<file path="src/sv/assert_macros.svh">
// Assertion macros shared by the windowed peak compressor RTL.
`ifndef ASSERT_MACROS_SVH
`define ASSERT_MACROS_SVH

// Concurrent assertion on clk_i, disabled while rst_ni is low.
`define ASSERT_CLKD(lbl, prop, msg) \
  lbl: assert property (@(posedge clk_i) disable iff (!rst_ni) prop) else $error(msg);

// Same-cycle implication between two conditions.
`define ASSERT_IMPLIES(lbl, pre, post, msg) `ASSERT_CLKD(lbl, (pre) |-> (post), msg)

`endif

</file>
<file path="src/sv/wpc_pkg.sv">
// Package with types, constants and helpers of the windowed peak compressor.
package wpc_pkg;

  localparam int SAMPLE_WIDTH_DEF = 24;
  localparam int QUEUE_DEPTH_DEF  = 2;
  localparam int GAIN_FRAC_BITS   = 15;
  localparam int GAIN_W           = 16;
  localparam int THRESH_W         = 24;
  localparam int WLEN_W           = 16;
  localparam int CFG_INDEX_W      = 3;
  localparam int CFG_DATA_W       = 24;

  localparam logic [GAIN_W-1:0] UNITY = GAIN_W'(1 << GAIN_FRAC_BITS);

  localparam logic [THRESH_W-1:0] THRESHOLD_RST = 24'd8388608;
  localparam logic [GAIN_W-1:0]   REDUCTION_RST = 16'd262;
  localparam logic [GAIN_W-1:0]   ATTACK_RST    = 16'd3277;
  localparam logic [GAIN_W-1:0]   RELEASE_RST   = 16'd327;
  localparam logic [GAIN_W-1:0]   OUT_GAIN_RST  = 16'd32768;
  localparam logic [WLEN_W-1:0]   WLEN_RST      = 16'd48;

  typedef enum logic [CFG_INDEX_W-1:0] {
    CFG_THRESHOLD      = 3'd0,
    CFG_REDUCTION_GAIN = 3'd1,
    CFG_ATTACK_COEF    = 3'd2,
    CFG_RELEASE_COEF   = 3'd3,
    CFG_OUTPUT_GAIN    = 3'd4,
    CFG_WINDOW_LENGTH  = 3'd5
  } cfg_index_e;

  typedef enum logic [2:0] {
    BK_IDLE,
    BK_GMUL,
    BK_GAPP,
    BK_LCG,
    BK_RCG,
    BK_LOG,
    BK_ROG,
    BK_FIN
  } back_state_e;

  typedef struct packed {
    logic [THRESH_W-1:0] threshold;
    logic [WLEN_W-1:0]   window_length;
  } win_cfg_t;

  typedef struct packed {
    logic [GAIN_W-1:0] reduction_gain;
    logic [GAIN_W-1:0] attack_coef;
    logic [GAIN_W-1:0] release_coef;
    logic [GAIN_W-1:0] output_gain;
  } gain_cfg_t;

  typedef struct packed {
    logic upd;
    logic over;
  } job_ctrl_t;

  function automatic logic [GAIN_W-1:0] sat_unity(input logic [GAIN_W-1:0] g);
    return (g > UNITY) ? UNITY : g;
  endfunction

endpackage

</file>
<file path="src/sv/wpc_fifo.sv">
// Small register queue between the classifying front end and the arithmetic back end.
module wpc_fifo #(
  parameter int DW    = 50,
  parameter int DEPTH = 2
) (
  input  logic          clk_i,
  input  logic          rst_ni,
  input  logic          push_i,
  input  logic [DW-1:0] data_i,
  output logic          full_o,
  input  logic          pop_i,
  output logic [DW-1:0] data_o,
  output logic          empty_o
);
  localparam int PTR_W = $clog2(DEPTH);
  localparam int CNT_W = $clog2(DEPTH + 1);

  logic [DW-1:0]    mem_q [DEPTH];
  logic [PTR_W-1:0] wr_ptr_q, rd_ptr_q;
  logic [CNT_W-1:0] cnt_q;

  assign full_o  = (cnt_q == CNT_W'(DEPTH));
  assign empty_o = (cnt_q == '0);
  assign data_o  = mem_q[rd_ptr_q];

  always_ff @(posedge clk_i or negedge rst_ni) begin
    if (!rst_ni) begin
      wr_ptr_q <= '0;
      rd_ptr_q <= '0;
      cnt_q    <= '0;
    end else begin
      if (push_i) begin
        wr_ptr_q <= (wr_ptr_q == PTR_W'(DEPTH - 1)) ? '0 : wr_ptr_q + 1'b1;
      end
      if (pop_i) begin
        rd_ptr_q <= (rd_ptr_q == PTR_W'(DEPTH - 1)) ? '0 : rd_ptr_q + 1'b1;
      end
      if (push_i && !pop_i) begin
        cnt_q <= cnt_q + 1'b1;
      end else if (pop_i && !push_i) begin
        cnt_q <= cnt_q - 1'b1;
      end
    end
  end

  always_ff @(posedge clk_i) begin
    if (push_i) begin
      mem_q[wr_ptr_q] <= data_i;
    end
  end

endmodule

</file>
<file path="src/sv/wpc_front.sv">
// Front end: takes sample pairs, tracks the window peak and decides on gain updates.
module wpc_front #(
  parameter int SW = 24
) (
  input  logic                clk_i,
  input  logic                rst_ni,
  input  logic                in_valid_i,
  output logic                in_ready_o,
  input  logic signed [SW-1:0] left_i,
  input  logic signed [SW-1:0] right_i,
  input  wpc_pkg::win_cfg_t   cfg_i,
  output logic                job_valid_o,
  input  logic                job_ready_i,
  output logic signed [SW-1:0] job_left_o,
  output logic signed [SW-1:0] job_right_o,
  output wpc_pkg::job_ctrl_t  job_ctrl_o
);
  import wpc_pkg::*;

  localparam int CW = (SW > THRESH_W) ? SW : THRESH_W;

  logic                 in_valid_q;
  logic signed [SW-1:0] left_q, right_q;
  logic [SW-1:0]        peak_q;
  logic [WLEN_W-1:0]    count_q;

  logic signed [SW:0]   sum;
  logic [SW-1:0]        mix;
  logic [SW-1:0]        mag;
  logic [SW-1:0]        peak_new;
  logic                 win;
  logic                 push;

  // The mix is floor((l + r) / 2); its magnitude always fits SW bits unsigned.
  assign sum      = (SW+1)'(left_q) + (SW+1)'(right_q);
  assign mix      = sum[SW:1];
  assign mag      = mix[SW-1] ? (~mix + 1'b1) : mix;
  assign peak_new = (mag > peak_q) ? mag : peak_q;
  assign win      = (count_q >= cfg_i.window_length);

  assign push        = in_valid_q && job_ready_i;
  assign in_ready_o  = !in_valid_q || push;
  assign job_valid_o = in_valid_q;
  assign job_left_o  = left_q;
  assign job_right_o = right_q;
  assign job_ctrl_o  = '{upd: win, over: (CW'(cfg_i.threshold) < CW'(peak_new))};

  always_ff @(posedge clk_i or negedge rst_ni) begin
    if (!rst_ni) begin
      in_valid_q <= 1'b0;
      peak_q     <= '0;
      count_q    <= '0;
    end else begin
      if (in_ready_o) begin
        in_valid_q <= in_valid_i;
      end
      if (push) begin
        if (win) begin
          peak_q  <= '0;
          count_q <= WLEN_W'(1);
        end else begin
          peak_q  <= peak_new;
          count_q <= count_q + 1'b1;
        end
      end
    end
  end

  always_ff @(posedge clk_i) begin
    if (in_valid_i && in_ready_o) begin
      left_q  <= left_i;
      right_q <= right_i;
    end
  end

endmodule

</file>
<file path="src/sv/wpc_back.sv">
// Back end: gain smoothing and channel scaling on one shared multiplier.
module wpc_back #(
  parameter int SW = 24
) (
  input  logic                   clk_i,
  input  logic                   rst_ni,
  input  logic                   job_valid_i,
  output logic                   job_pop_o,
  input  logic signed [SW-1:0]   job_left_i,
  input  logic signed [SW-1:0]   job_right_i,
  input  wpc_pkg::job_ctrl_t     job_ctrl_i,
  input  wpc_pkg::gain_cfg_t     cfg_i,
  output logic                   out_valid_o,
  input  logic                   out_ready_i,
  output logic signed [SW-1:0]   left_out_o,
  output logic signed [SW-1:0]   right_out_o,
  output logic [wpc_pkg::GAIN_W-1:0] gain_o
);
  import wpc_pkg::*;

  localparam int AW = (SW > GAIN_W + 1) ? SW : GAIN_W + 1;
  localparam int BW = GAIN_W + 1;
  localparam int PW = AW + BW;

  back_state_e state_q, state_d;

  logic signed [SW-1:0] l_q, r_q, l1_q, r1_q, lo_q;
  logic                 over_q, rising_q;
  logic [GAIN_W-1:0]    cg_q;
  logic signed [PW-1:0] prod_q, prod_d;
  logic signed [AW-1:0] mul_a;
  logic signed [BW-1:0] mul_b;

  logic                 out_valid_q;
  logic signed [SW-1:0] left_out_q, right_out_q;
  logic [GAIN_W-1:0]    gain_out_q;

  logic [GAIN_W-1:0]    target, gdiff, gcoef, og_sat, step;
  logic                 rising;
  logic                 out_load;
  logic signed [SW-1:0] prod_smp;

  assign target   = over_q ? sat_unity(cfg_i.reduction_gain) : UNITY;
  assign rising   = (target > cg_q);
  assign gdiff    = rising ? (target - cg_q) : (cg_q - target);
  assign gcoef    = rising ? sat_unity(cfg_i.attack_coef) : sat_unity(cfg_i.release_coef);
  assign og_sat   = sat_unity(cfg_i.output_gain);
  assign step     = prod_q[GAIN_FRAC_BITS+GAIN_W-1:GAIN_FRAC_BITS];
  assign prod_smp = prod_q[GAIN_FRAC_BITS+SW-1:GAIN_FRAC_BITS];
  assign prod_d   = mul_a * mul_b;
  assign out_load = (state_q == BK_FIN) && (!out_valid_q || out_ready_i);

  always_comb begin
    state_d   = state_q;
    job_pop_o = 1'b0;
    mul_a     = '0;
    mul_b     = '0;
    unique case (state_q)
      BK_IDLE: begin
        if (job_valid_i) begin
          job_pop_o = 1'b1;
          state_d   = job_ctrl_i.upd ? BK_GMUL : BK_LCG;
        end
      end
      BK_GMUL: begin
        mul_a   = AW'($signed({1'b0, gdiff}));
        mul_b   = $signed({1'b0, gcoef});
        state_d = BK_GAPP;
      end
      BK_GAPP: begin
        state_d = BK_LCG;
      end
      BK_LCG: begin
        mul_a   = AW'(l_q);
        mul_b   = $signed({1'b0, cg_q});
        state_d = BK_RCG;
      end
      BK_RCG: begin
        mul_a   = AW'(r_q);
        mul_b   = $signed({1'b0, cg_q});
        state_d = BK_LOG;
      end
      BK_LOG: begin
        mul_a   = AW'(l1_q);
        mul_b   = $signed({1'b0, og_sat});
        state_d = BK_ROG;
      end
      BK_ROG: begin
        mul_a   = AW'(r1_q);
        mul_b   = $signed({1'b0, og_sat});
        state_d = BK_FIN;
      end
      BK_FIN: begin
        // The right product is kept on the multiplier while the output register is busy.
        mul_a = AW'(r1_q);
        mul_b = $signed({1'b0, og_sat});
        if (out_load) begin
          state_d = BK_IDLE;
        end
      end
      default: begin
        state_d = BK_IDLE;
      end
    endcase
  end

  always_ff @(posedge clk_i or negedge rst_ni) begin
    if (!rst_ni) begin
      state_q     <= BK_IDLE;
      cg_q        <= '0;
      out_valid_q <= 1'b0;
    end else begin
      state_q <= state_d;
      if (state_q == BK_GAPP) begin
        cg_q <= rising_q ? (cg_q + step) : (cg_q - step);
      end
      if (out_load) begin
        out_valid_q <= 1'b1;
      end else if (out_ready_i) begin
        out_valid_q <= 1'b0;
      end
    end
  end

  always_ff @(posedge clk_i) begin
    prod_q <= prod_d;
    if (job_pop_o) begin
      l_q    <= job_left_i;
      r_q    <= job_right_i;
      over_q <= job_ctrl_i.over;
    end
    if (state_q == BK_GMUL) begin
      rising_q <= rising;
    end
    if (state_q == BK_RCG) begin
      l1_q <= prod_smp;
    end
    if (state_q == BK_LOG) begin
      r1_q <= prod_smp;
    end
    if (state_q == BK_ROG) begin
      lo_q <= prod_smp;
    end
    if (out_load) begin
      left_out_q  <= lo_q;
      right_out_q <= prod_smp;
      gain_out_q  <= cg_q;
    end
  end

  assign out_valid_o = out_valid_q;
  assign left_out_o  = left_out_q;
  assign right_out_o = right_out_q;
  assign gain_o      = gain_out_q;

endmodule

</file>
<file path="src/sv/windowed_peak_compressor_top.sv">
// Top level of the windowed peak compressor: configuration registers, front, queue, back.
//
//  Channel   Direction  Handshake                   Content
//  s_axis    in         s_axis_tvalid/tready        left_in, right_in
//  m_axis    out        m_axis_tvalid/tready        left_out, right_out, gain_level
//  cfg       in         cfg_valid_i/cfg_ready_o     register index and value
//
// The single shared multiplier performs every product in turn; per item the back end runs
// LCG, RCG, LOG, ROG, FIN, after GMUL, GAPP when a window closes and the gain is updated.
// The front end adds one register stage and a queue lets it run ahead of the back end.
// Reset loads the register defaults and clears peak, window count and gain.
// A full output register stalls the back end, and a full queue stalls the input.
`include "assert_macros.svh"

module windowed_peak_compressor_top #(
  parameter int SAMPLE_WIDTH = wpc_pkg::SAMPLE_WIDTH_DEF,
  parameter int QUEUE_DEPTH  = wpc_pkg::QUEUE_DEPTH_DEF
) (
  input  logic                               clk_i,
  input  logic                               rst_ni,
  input  logic                               s_axis_tvalid,
  output logic                               s_axis_tready,
  // left_in, right_in, zero padding
  input  logic [((2*SAMPLE_WIDTH+7)/8)*8-1:0] s_axis_tdata,
  output logic                               m_axis_tvalid,
  input  logic                               m_axis_tready,
  // left_out, right_out, gain_level, zero padding
  output logic [((2*SAMPLE_WIDTH+wpc_pkg::GAIN_W+7)/8)*8-1:0] m_axis_tdata,
  input  logic                               cfg_valid_i,
  output logic                               cfg_ready_o,
  input  logic [wpc_pkg::CFG_INDEX_W-1:0]    cfg_index_i,
  input  logic [wpc_pkg::CFG_DATA_W-1:0]     cfg_data_i
);
  import wpc_pkg::*;

  localparam int SW    = SAMPLE_WIDTH;
  localparam int OUT_W = ((2*SW+GAIN_W+7)/8)*8;
  localparam int JOB_W = 2*SW + $bits(job_ctrl_t);

  logic [THRESH_W-1:0] threshold_q;
  logic [GAIN_W-1:0]   reduction_q, attack_q, release_q, out_gain_q;
  logic [WLEN_W-1:0]   wlen_q;

  win_cfg_t   win_cfg;
  gain_cfg_t  gain_cfg;

  logic                 job_valid, job_push, job_pop;
  logic                 fifo_full, fifo_empty;
  logic signed [SW-1:0] job_left, job_right;
  job_ctrl_t            job_ctrl;
  logic [JOB_W-1:0]     fifo_wr, fifo_rd;

  logic signed [SW-1:0] out_left, out_right;
  logic [GAIN_W-1:0]    out_gain;

  assign cfg_ready_o = 1'b1;

  always_ff @(posedge clk_i or negedge rst_ni) begin
    if (!rst_ni) begin
      threshold_q <= THRESHOLD_RST;
      reduction_q <= REDUCTION_RST;
      attack_q    <= ATTACK_RST;
      release_q   <= RELEASE_RST;
      out_gain_q  <= OUT_GAIN_RST;
      wlen_q      <= WLEN_RST;
    end else if (cfg_valid_i && cfg_ready_o) begin
      case (cfg_index_e'(cfg_index_i))
        CFG_THRESHOLD:      threshold_q <= cfg_data_i[THRESH_W-1:0];
        CFG_REDUCTION_GAIN: reduction_q <= cfg_data_i[GAIN_W-1:0];
        CFG_ATTACK_COEF:    attack_q    <= cfg_data_i[GAIN_W-1:0];
        CFG_RELEASE_COEF:   release_q   <= cfg_data_i[GAIN_W-1:0];
        CFG_OUTPUT_GAIN:    out_gain_q  <= cfg_data_i[GAIN_W-1:0];
        CFG_WINDOW_LENGTH:  wlen_q      <= cfg_data_i[WLEN_W-1:0];
        default: begin
        end
      endcase
    end
  end

  assign win_cfg  = '{threshold: threshold_q, window_length: wlen_q};
  assign gain_cfg = '{reduction_gain: reduction_q, attack_coef: attack_q,
                      release_coef: release_q, output_gain: out_gain_q};

  wpc_front #(
    .SW (SW)
  ) u_front (
    .clk_i       (clk_i),
    .rst_ni      (rst_ni),
    .in_valid_i  (s_axis_tvalid),
    .in_ready_o  (s_axis_tready),
    .left_i      (s_axis_tdata[SW-1:0]),
    .right_i     (s_axis_tdata[2*SW-1:SW]),
    .cfg_i       (win_cfg),
    .job_valid_o (job_valid),
    .job_ready_i (!fifo_full),
    .job_left_o  (job_left),
    .job_right_o (job_right),
    .job_ctrl_o  (job_ctrl)
  );

  assign job_push = job_valid && !fifo_full;
  assign fifo_wr  = {job_ctrl, job_right, job_left};

  wpc_fifo #(
    .DW    (JOB_W),
    .DEPTH (QUEUE_DEPTH)
  ) u_fifo (
    .clk_i   (clk_i),
    .rst_ni  (rst_ni),
    .push_i  (job_push),
    .data_i  (fifo_wr),
    .full_o  (fifo_full),
    .pop_i   (job_pop),
    .data_o  (fifo_rd),
    .empty_o (fifo_empty)
  );

  wpc_back #(
    .SW (SW)
  ) u_back (
    .clk_i       (clk_i),
    .rst_ni      (rst_ni),
    .job_valid_i (!fifo_empty),
    .job_pop_o   (job_pop),
    .job_left_i  (fifo_rd[SW-1:0]),
    .job_right_i (fifo_rd[2*SW-1:SW]),
    .job_ctrl_i  (job_ctrl_t'(fifo_rd[JOB_W-1:2*SW])),
    .cfg_i       (gain_cfg),
    .out_valid_o (m_axis_tvalid),
    .out_ready_i (m_axis_tready),
    .left_out_o  (out_left),
    .right_out_o (out_right),
    .gain_o      (out_gain)
  );

  assign m_axis_tdata = OUT_W'({out_gain, out_right, out_left});

  `ASSERT_IMPLIES(a_gain_le_unity, m_axis_tvalid, out_gain <= UNITY, "gain above unity")
  `ASSERT_IMPLIES(a_no_push_full, job_push, !fifo_full, "queue written while full")
  `ASSERT_IMPLIES(a_no_pop_empty, job_pop, !fifo_empty, "queue read while empty")

endmodule
</file>
<file path="config.mk">
export PLATFORM = sky130hd
export DESIGN_NAME = windowed_peak_compressor_top
export DESIGN_NICKNAME = d
export VERILOG_FILES = /design/src/sv/wpc_pkg.sv /design/src/sv/wpc_fifo.sv /design/src/sv/wpc_front.sv /design/src/sv/wpc_back.sv /design/src/sv/windowed_peak_compressor_top.sv
export VERILOG_INCLUDE_DIRS = /design/src /design/src/sv
export SDC_FILE = /design/constraint.sdc
export NUM_CORES = 2
export LEC_CHECK = 0
export ABC_AREA = 1
export ABC_CLOCK_PERIOD_IN_PS = 9500
export BUFFER_PORTS_ARGS = -buffer_cell sky130_fd_sc_hd__buf_2
export CAP_MARGIN = 0
export CORE_MARGIN = 4
export CORE_UTILIZATION = 25
export CTS_BUF_LIST = sky130_fd_sc_hd__clkbuf_8
export DETAILED_ROUTE_END_ITERATION = 8
export MAX_ROUTING_LAYER = met4
export SLEW_MARGIN = 20
export SYNTH_ARGS = -nofsm -noshare
export SYNTH_HDL_FRONTEND = slang
export SYNTH_SLANG_ARGS = --single-unit
</file>
<file path="constraint.sdc">
create_clock -name clk_i -period 9.5 [get_ports clk_i]
set_input_delay 1.9 -clock clk_i [delete_from_list [all_inputs] [get_ports clk_i]]
set_output_delay 1.9 -clock clk_i [all_outputs]
set_load 0.03 [all_outputs]
</file>
## After elaboration in Yosys (flattened, before gate mapping)

Memories as Yosys holds them, arrays and structs flattened.
Index checks and enable logic that the tools add are counted.

- Add/subtract/negate cells: 11
- Multiply operators: 1
- Divide/modulo/power cells: 0
- $lt $le $gt $ge: 8
- Eq/ne operators: 15
- Shift-type cells: 0
- Multiplexer cells: 28
- Bitwise gates (word level): 1
- Reduce and logical (&&, ||, !) cells: 27

Operators with widths:

| operator | number |
|---|---|
| two-way mux 16 bit | 9 |
| one-hot mux 24 bit (5 select lines) | 1 |
| two-way mux 24 bit | 3 |
| > comparator 16 bit, second input constant | 4 |
| one-hot mux 16 bit (3 select lines) | 1 |
| subtractor 16 bit | 3 |
| multiplier 24 x 17 -> 39 bit | 1 |
| adder 24 x 24 -> 25 bit | 1 |
| adder 24 x 1 -> 24 bit, second input constant | 1 |
| > comparator 24 bit | 1 |
| < comparator 24 bit | 1 |
| inverter 24 bit | 1 |
| one-hot mux 3 bit (8 select lines) | 1 |
| equality test 3 bit, second input constant | 6 |
| adder 16 x 1 -> 16 bit, second input constant | 1 |
| adder 16 bit | 1 |
| >= comparator 16 bit | 1 |
| > comparator 16 bit | 1 |
| AND reduction 2 bit | 7 |
| equality test 3 x 2 -> 1 bit, second input constant | 4 |
| two-way mux 1 bit | 8 |
| equality test 3 x 1 -> 1 bit, second input constant | 2 |
| logical NOT 3 bit | 2 |
| two-way mux 2 bit | 3 |
| other kinds (14) | 27 |

- Register bits: 442
- Latch bits: 0
- RAM bits: 100
- Memory bits (read-only): 0
- Input bits: 80
- Output and inout port bits: 67
- Logic and storage cells: 120
- Memories: 1

Memory list:

| memory | words | width | rd ports | clocked after memory_dff | write ports | line | source |
|---|---|---|---|---|---|---|---|
| u_fifo.mem_q | 2 | 50 | 1 | 0 | 1 | wpc_fifo.sv:18 | `logic [DW-1:0] mem_q [DEPTH];` |

## Depth between registers and ports, before layout

- Word-level depth: 7
- Mapped depth: 52
- Gate-level depth less buffers: 47

## Modules after synthesis

Synthesis repeated with hierarchy kept, for this count alone.

- Cell total of the unflattened synthesis: 4526
- Area total of the unflattened synthesis: 40735.3 um^2

Modules (own cells, without submodules):

| module | instances | cells each | area an instance (um^2) | seq. area each (um^2) |
|---|---|---|---|---|
| wpc_back | 1 | 2819 | 24933.9 | 6566.3 |
| wpc_front | 1 | 1060 | 7509.7 | 2467.4 |
| windowed_peak_compressor_top | 1 | 466 | 4224.1 | 2626.3 |
| wpc_fifo | 1 | 181 | 4067.7 | 3103.0 |

## Least setup slack after synthesis

OpenSTA, ideal clock, no wires.

- Kind: flip-flop to flip-flop
- From: register reduction_q[10]
- To: register u_back.prod_q[37]
- Library setup time: 0.120 ns
- Data arrival time: 8.392 ns
- Data required time: 9.380 ns
- Path slack: 0.989 ns
- Cell stages (with the launch flop): 42
- Path buffers: 3
- Clock period less this slack: 8.511 ns
- Cells stage by stage: dfrtp_1 > nor4_1 > a41oi_1 > or2_2 > inv_1 > clkbuf_1 > nand2_1 > ha_1 > inv_1 > fa_1 > inv_1 > o21a_2 > o21ai_4 > nand2_2 > nand4_2 > nand2_4 > buf_6 > buf_6 > [... 6 more ...] > fa_1 > inv_1 > fa_1 > fa_1 > fa_1 > fa_1 > inv_1 > fa_1 > inv_1 > ha_1 > a21oi_1 > o21a_1 > o21ai_0 > a21oi_1 > nand2_1 > nand2_1 > nand2_1 > xor2_1

- Cells in the longest elaborated chain, start to end: 7
- Elaborated cells between the ends (all ways): 11
- Classes of those cells: 2 x add/sub; 1 x mul; 2 x order compare; 6 x mux

Ends and longest elaborated chain:

| what | line | source |
|---|---|---|
| from (decl) | windowed_peak_compressor_top.sv:41 | `logic [GAIN_W-1:0] reduction_q, attack_q, release_q, out_gain_q;` |
| from (signal assigned) | windowed_peak_compressor_top.sv:69 | `CFG_REDUCTION_GAIN: reduction_q <= cfg_data_i[GAIN_W-1:0];` |
| > comparator 16 bit | wpc_pkg.sv:60 | `return (g > UNITY) ? UNITY : g;` |
| two-way mux 16 bit (*) | wpc_pkg.sv:60 |  |
| two-way mux 16 bit (*) | wpc_back.sv:43 | `assign target = over_q ? sat_unity(cfg_i.reduction_gain) : UNITY;` |
| subtractor 16 bit / > comparator 16 bit (equally long branches) | wpc_back.sv:45, wpc_back.sv:44 |  |
| two-way mux 16 bit, on equally long branches | wpc_back.sv:45, wpc_back.sv:46 |  |
| one-hot mux 24 bit (5 select lines) / one-hot mux 16 bit (3 select lines) (equally long branches) | wpc_back.sv:58 | `unique case (state_q)` |
| multiplier 24 x 17 -> 39 bit (*) | wpc_back.sv:50 | `assign prod_d = mul_a * mul_b;` |
| via u_back.prod_d[37] | wpc_back.sv:30 | `logic signed [PW-1:0] prod_q, prod_d;` |
| to (signal assigned) | wpc_back.sv:126 | `prod_q <= prod_d;` |
| to (decl) | wpc_back.sv:30 |  |

The timed path passes the listed nets; every way through them passes the cells marked *.
A chain may end at the register's enable or synchronous reset.

## Final worst setup path

- From: register reduction_q[4]
- To: register u_back.prod_q[38]

The elaborated chain is that of the path after synthesis.

==> flow_summary_export.csv <==
group,metric,value,unit
outcome,status,"complete, no violations",
synthesis,synth_nets,5123,
critical_path,path_class,"register to register",
synthesis,yosysTopAreaCellShare,25.1,%
timing,fin_crit_sh,94.1,%
finish,drive_above_1_share,10.7,%
clock_tree,cts-root-buf,"clkbuf_8",
synthesis,synth_cells,4442,
synthesis,async_flop_share,32.1,%
clock_tree,clkSinkCount,527,
critical_path,max_stage_delay,0.55,ns
clock_tree,clk_latency,0.83,ns
clock_tree,cts_made_buffers,94,
critical_path,worstPathArrival,9.57,ns
critical_path,required,10.13,ns
timing,maxSlewHeadroom,30.7,%
synthesis,yosys.area.top_type,"edfxtp_1",
critical_path,end_kind,"register",
place,gp_congestion,0.987,
place,placed_area,0.0433,mm^2
routing,drc,0,
floorplanning,core_area,0.159,mm^2
global_routing,grt_pass1_vias,31000,
critical_path,worst-path-max-fanout,21,
global_routing,grt_start_max_net_pins,100,
run,maxCapViolations,0,
critical_path,r2r_end,"u_back.prod_q[38]$_DFF_P_",
critical_path,r2r_slack,0.56,ns
floorplanning,start_util,25.2,%
synthesis,yosysMostFrequentCell,"nand2_1",
synthesis,synth_ff_type,"edfxtp_1",
routing,vias,30200,
min_path,worstHoldStart,"u_back.lo_q[17]$_DFFE_PP_",
min_path,whs_path_depth,0,
routing,postRouteAntennaNets,0,
critical_path,rr_worst_depth,39,
finish,design_area,0.0452,mm^2
timing,whs,0.414,ns
routing,wire_per_inst,17.5,um
timing,max_slew.worst_pin.slew,1.04,ns
critical_path,critical_path.slowest_cell,"fa_1",
timing,max_freq,112,MHz
place,dpl.hpwl,94.9,mm
routing,first_pass_iters,5,
timing,finalHoldViolations,0,
synthesis,ys_ff_latch,527,
finish,areaGrowthSynthToFinish,13.2,%
timing,drv_slew,0,
floorplanning,fp.dieH,408,um
synthesis,yosysSeqAreaShare,36.9,%
timing,skew,0.0938,ns
clock_tree,path_clk_slew,0.06,ns
global_routing,grt_first_pass_wirelength,183,mm
min_path,hold_end,"u_back.left_out_o[17]$_DFFE_PP_",
synthesis,synth.distinct_cells,74,
routing,first_iter_violations,2155,
synthesis,synth_top_cells_by_count,"nand2_1, inv_1, fa_1",
finish,layout.nets,5318,
floorplanning,die-area,0.166,mm^2
finish,fillers,16800,
synthesis,synth-edff-count,334,
min_path,hold_class,"register to register",
global_routing,overflow,0,
floorplanning,die_w,408,um
floorplanning,num_rows,146,
synthesis,yosys_warnings,0,
place,portBuffers,145,
global_routing,track_usage,14.7,%
synthesis,syn-mean-instance-area,9.00,um^2
floorplanning,pin_count,147,
clock_tree,cts_tree,"built",
critical_path,cp-start-kind,"register",
critical_path,timing.rr.start,"reduction_q[4]$_DFFE_PN0P_",
synthesis,synth_area,0.0400,mm^2
routing,drt-total-wl,119,mm
clock_tree,cts_buffer_depth,3,
timing,setup_viol,0,
routing,vias_per_cell,4.44,
clock_tree,htree_num_levels,3,
clock_tree,hold_buffers,0,
global_routing,antenna_found_initial,13,
timing,min_period,8.94,ns
synthesis,synth_area_leaders,"edfxtp_1, fa_1, nand2_1",
[flip-flops by register name, summed over array words and instances (netlist names), 24 cells and up]
register             count
u_fifo.mem_q           100
threshold_q             24
u_back.l1_q             24
u_back.l_q              24
u_back.left_out_o       24
u_back.lo_q             24
u_back.prod_q           24
u_back.r1_q             24
u_back.r_q              24
u_back.right_out_o      24
u_front.job_left_o      24
u_front.job_right_o     24
u_front.peak_q          24
[worst max-delay path, delay by kind of cell (launching register included)]
kind            cells  cell delay (ns)
buf+inv            10             1.10
fa+ha+maj           8             3.51
compound gates      9             1.89
flops               1             0.39
simple gates       12             1.90
[through the flow]
| step | util (%) | setup WS [ns] | TNS, ns | cells |
|---|---|---|---|---|
| CTS | 28.4 | 0.0307 | 0 | 6785 |
| finish | 28.5 | 0.562 | 0 | 6794 |
| global placement | 27.3 | 0.0648 | 0 | 6607 |
| global route | 28.5 | -0.0263 | -0.0283 | 6792 |
| detailed placement | 27.3 | 0.0195 | 0 | 6607 |
| floorplan | - | 0.989 | 0 | 4442 |
[metal layers]
metal	global-route usage, %	routed length (um)	vias up
met1	18.3	51000	14600
li1	-	-	14400
met2	23.2	54800	914
met4	5.95	5100	0
met5	-	0	-
met3	3.03	8320	242
[cells by family after synthesis]
logic type / share of synthesized area, %
AO/OA/AOI/OAI: 7.27
XOR/XNOR: 2.28
adder cells (fa/ha/maj): 25.7
buffers and inverters: 10.0
flip-flops: 36.9
multiplexers: 0.250
other: 0.00938
AND/OR/NAND/NOR: 17.5
[cell usage in the layout, fill, tap and decap left out, types with 16 or more instances in the layout]
master    instances
nand2_1        1167
inv_1           875
fa_1            367
edfxtp_1        334
nor2_1          247
ha_1            234
o21ai_0         184
dfrtp_1         150
a21oi_1         147
buf_2           144
nand3_1         115
clkbuf_8        101
buf_4            82
xor2_1           76
nand4_1          52
inv_2            28
nor3_1           26
xnor2_1          26
clkinv_1         25
dfxtp_1          24
o21ai_1          21
nand2_2          19
dfstp_2          19
clkinv_2         16
[area by class of cell]
cell class | instances | area, um^2 | area share, %
Sequential cell | 527 | 14800 | 32.6
Clock buffer | 101 | 1390 | 3.07
Inverter | 884 | 3340 | 7.38
Clock inverter | 77 | 432 | 0.954
Antenna cell | 3 | 7.51 | 0.0166
Multi-Input combinational cell | 2901 | 21300 | 47.1
Timing Repair Buffer | 229 | 1390 | 3.07
Tap cell | 2072 | 2590 | 5.73
[worst max path at each step]
stage,to,slack (ns),depth (start not counted),startpoint
2_1_floorplan,u_back.prod_q[37]$_DFF_P_,0.99,41,reduction_q[10]$_DFFE_PN0P_
4_1_cts,u_back.prod_q[26]$_DFF_P_,0.03,39,reduction_q[10]$_DFFE_PN0P_
3_3_place_gp,u_back.prod_q[26]$_DFF_P_,0.06,39,reduction_q[10]$_DFFE_PN0P_
5_1_grt,u_back.prod_q[38]$_DFF_P_,-0.03,39,reduction_q[4]$_DFFE_PN0P_
6_report,u_back.prod_q[38]$_DFF_P_,0.56,39,reduction_q[4]$_DFFE_PN0P_
3_5_place_dp,u_back.prod_q[26]$_DFF_P_,0.02,39,reduction_q[4]$_DFFE_PN0P_
[timing repair]
item                                    in CTS  in global routing
gates resized for setup                      0                 26
buffers inserted                             0                  6
endpoints found under the setup margin       0                 23
Power is left out: the tool's default activity adds up to more than one toggle a clock period on the data nets, which glitch-free logic cannot reach.
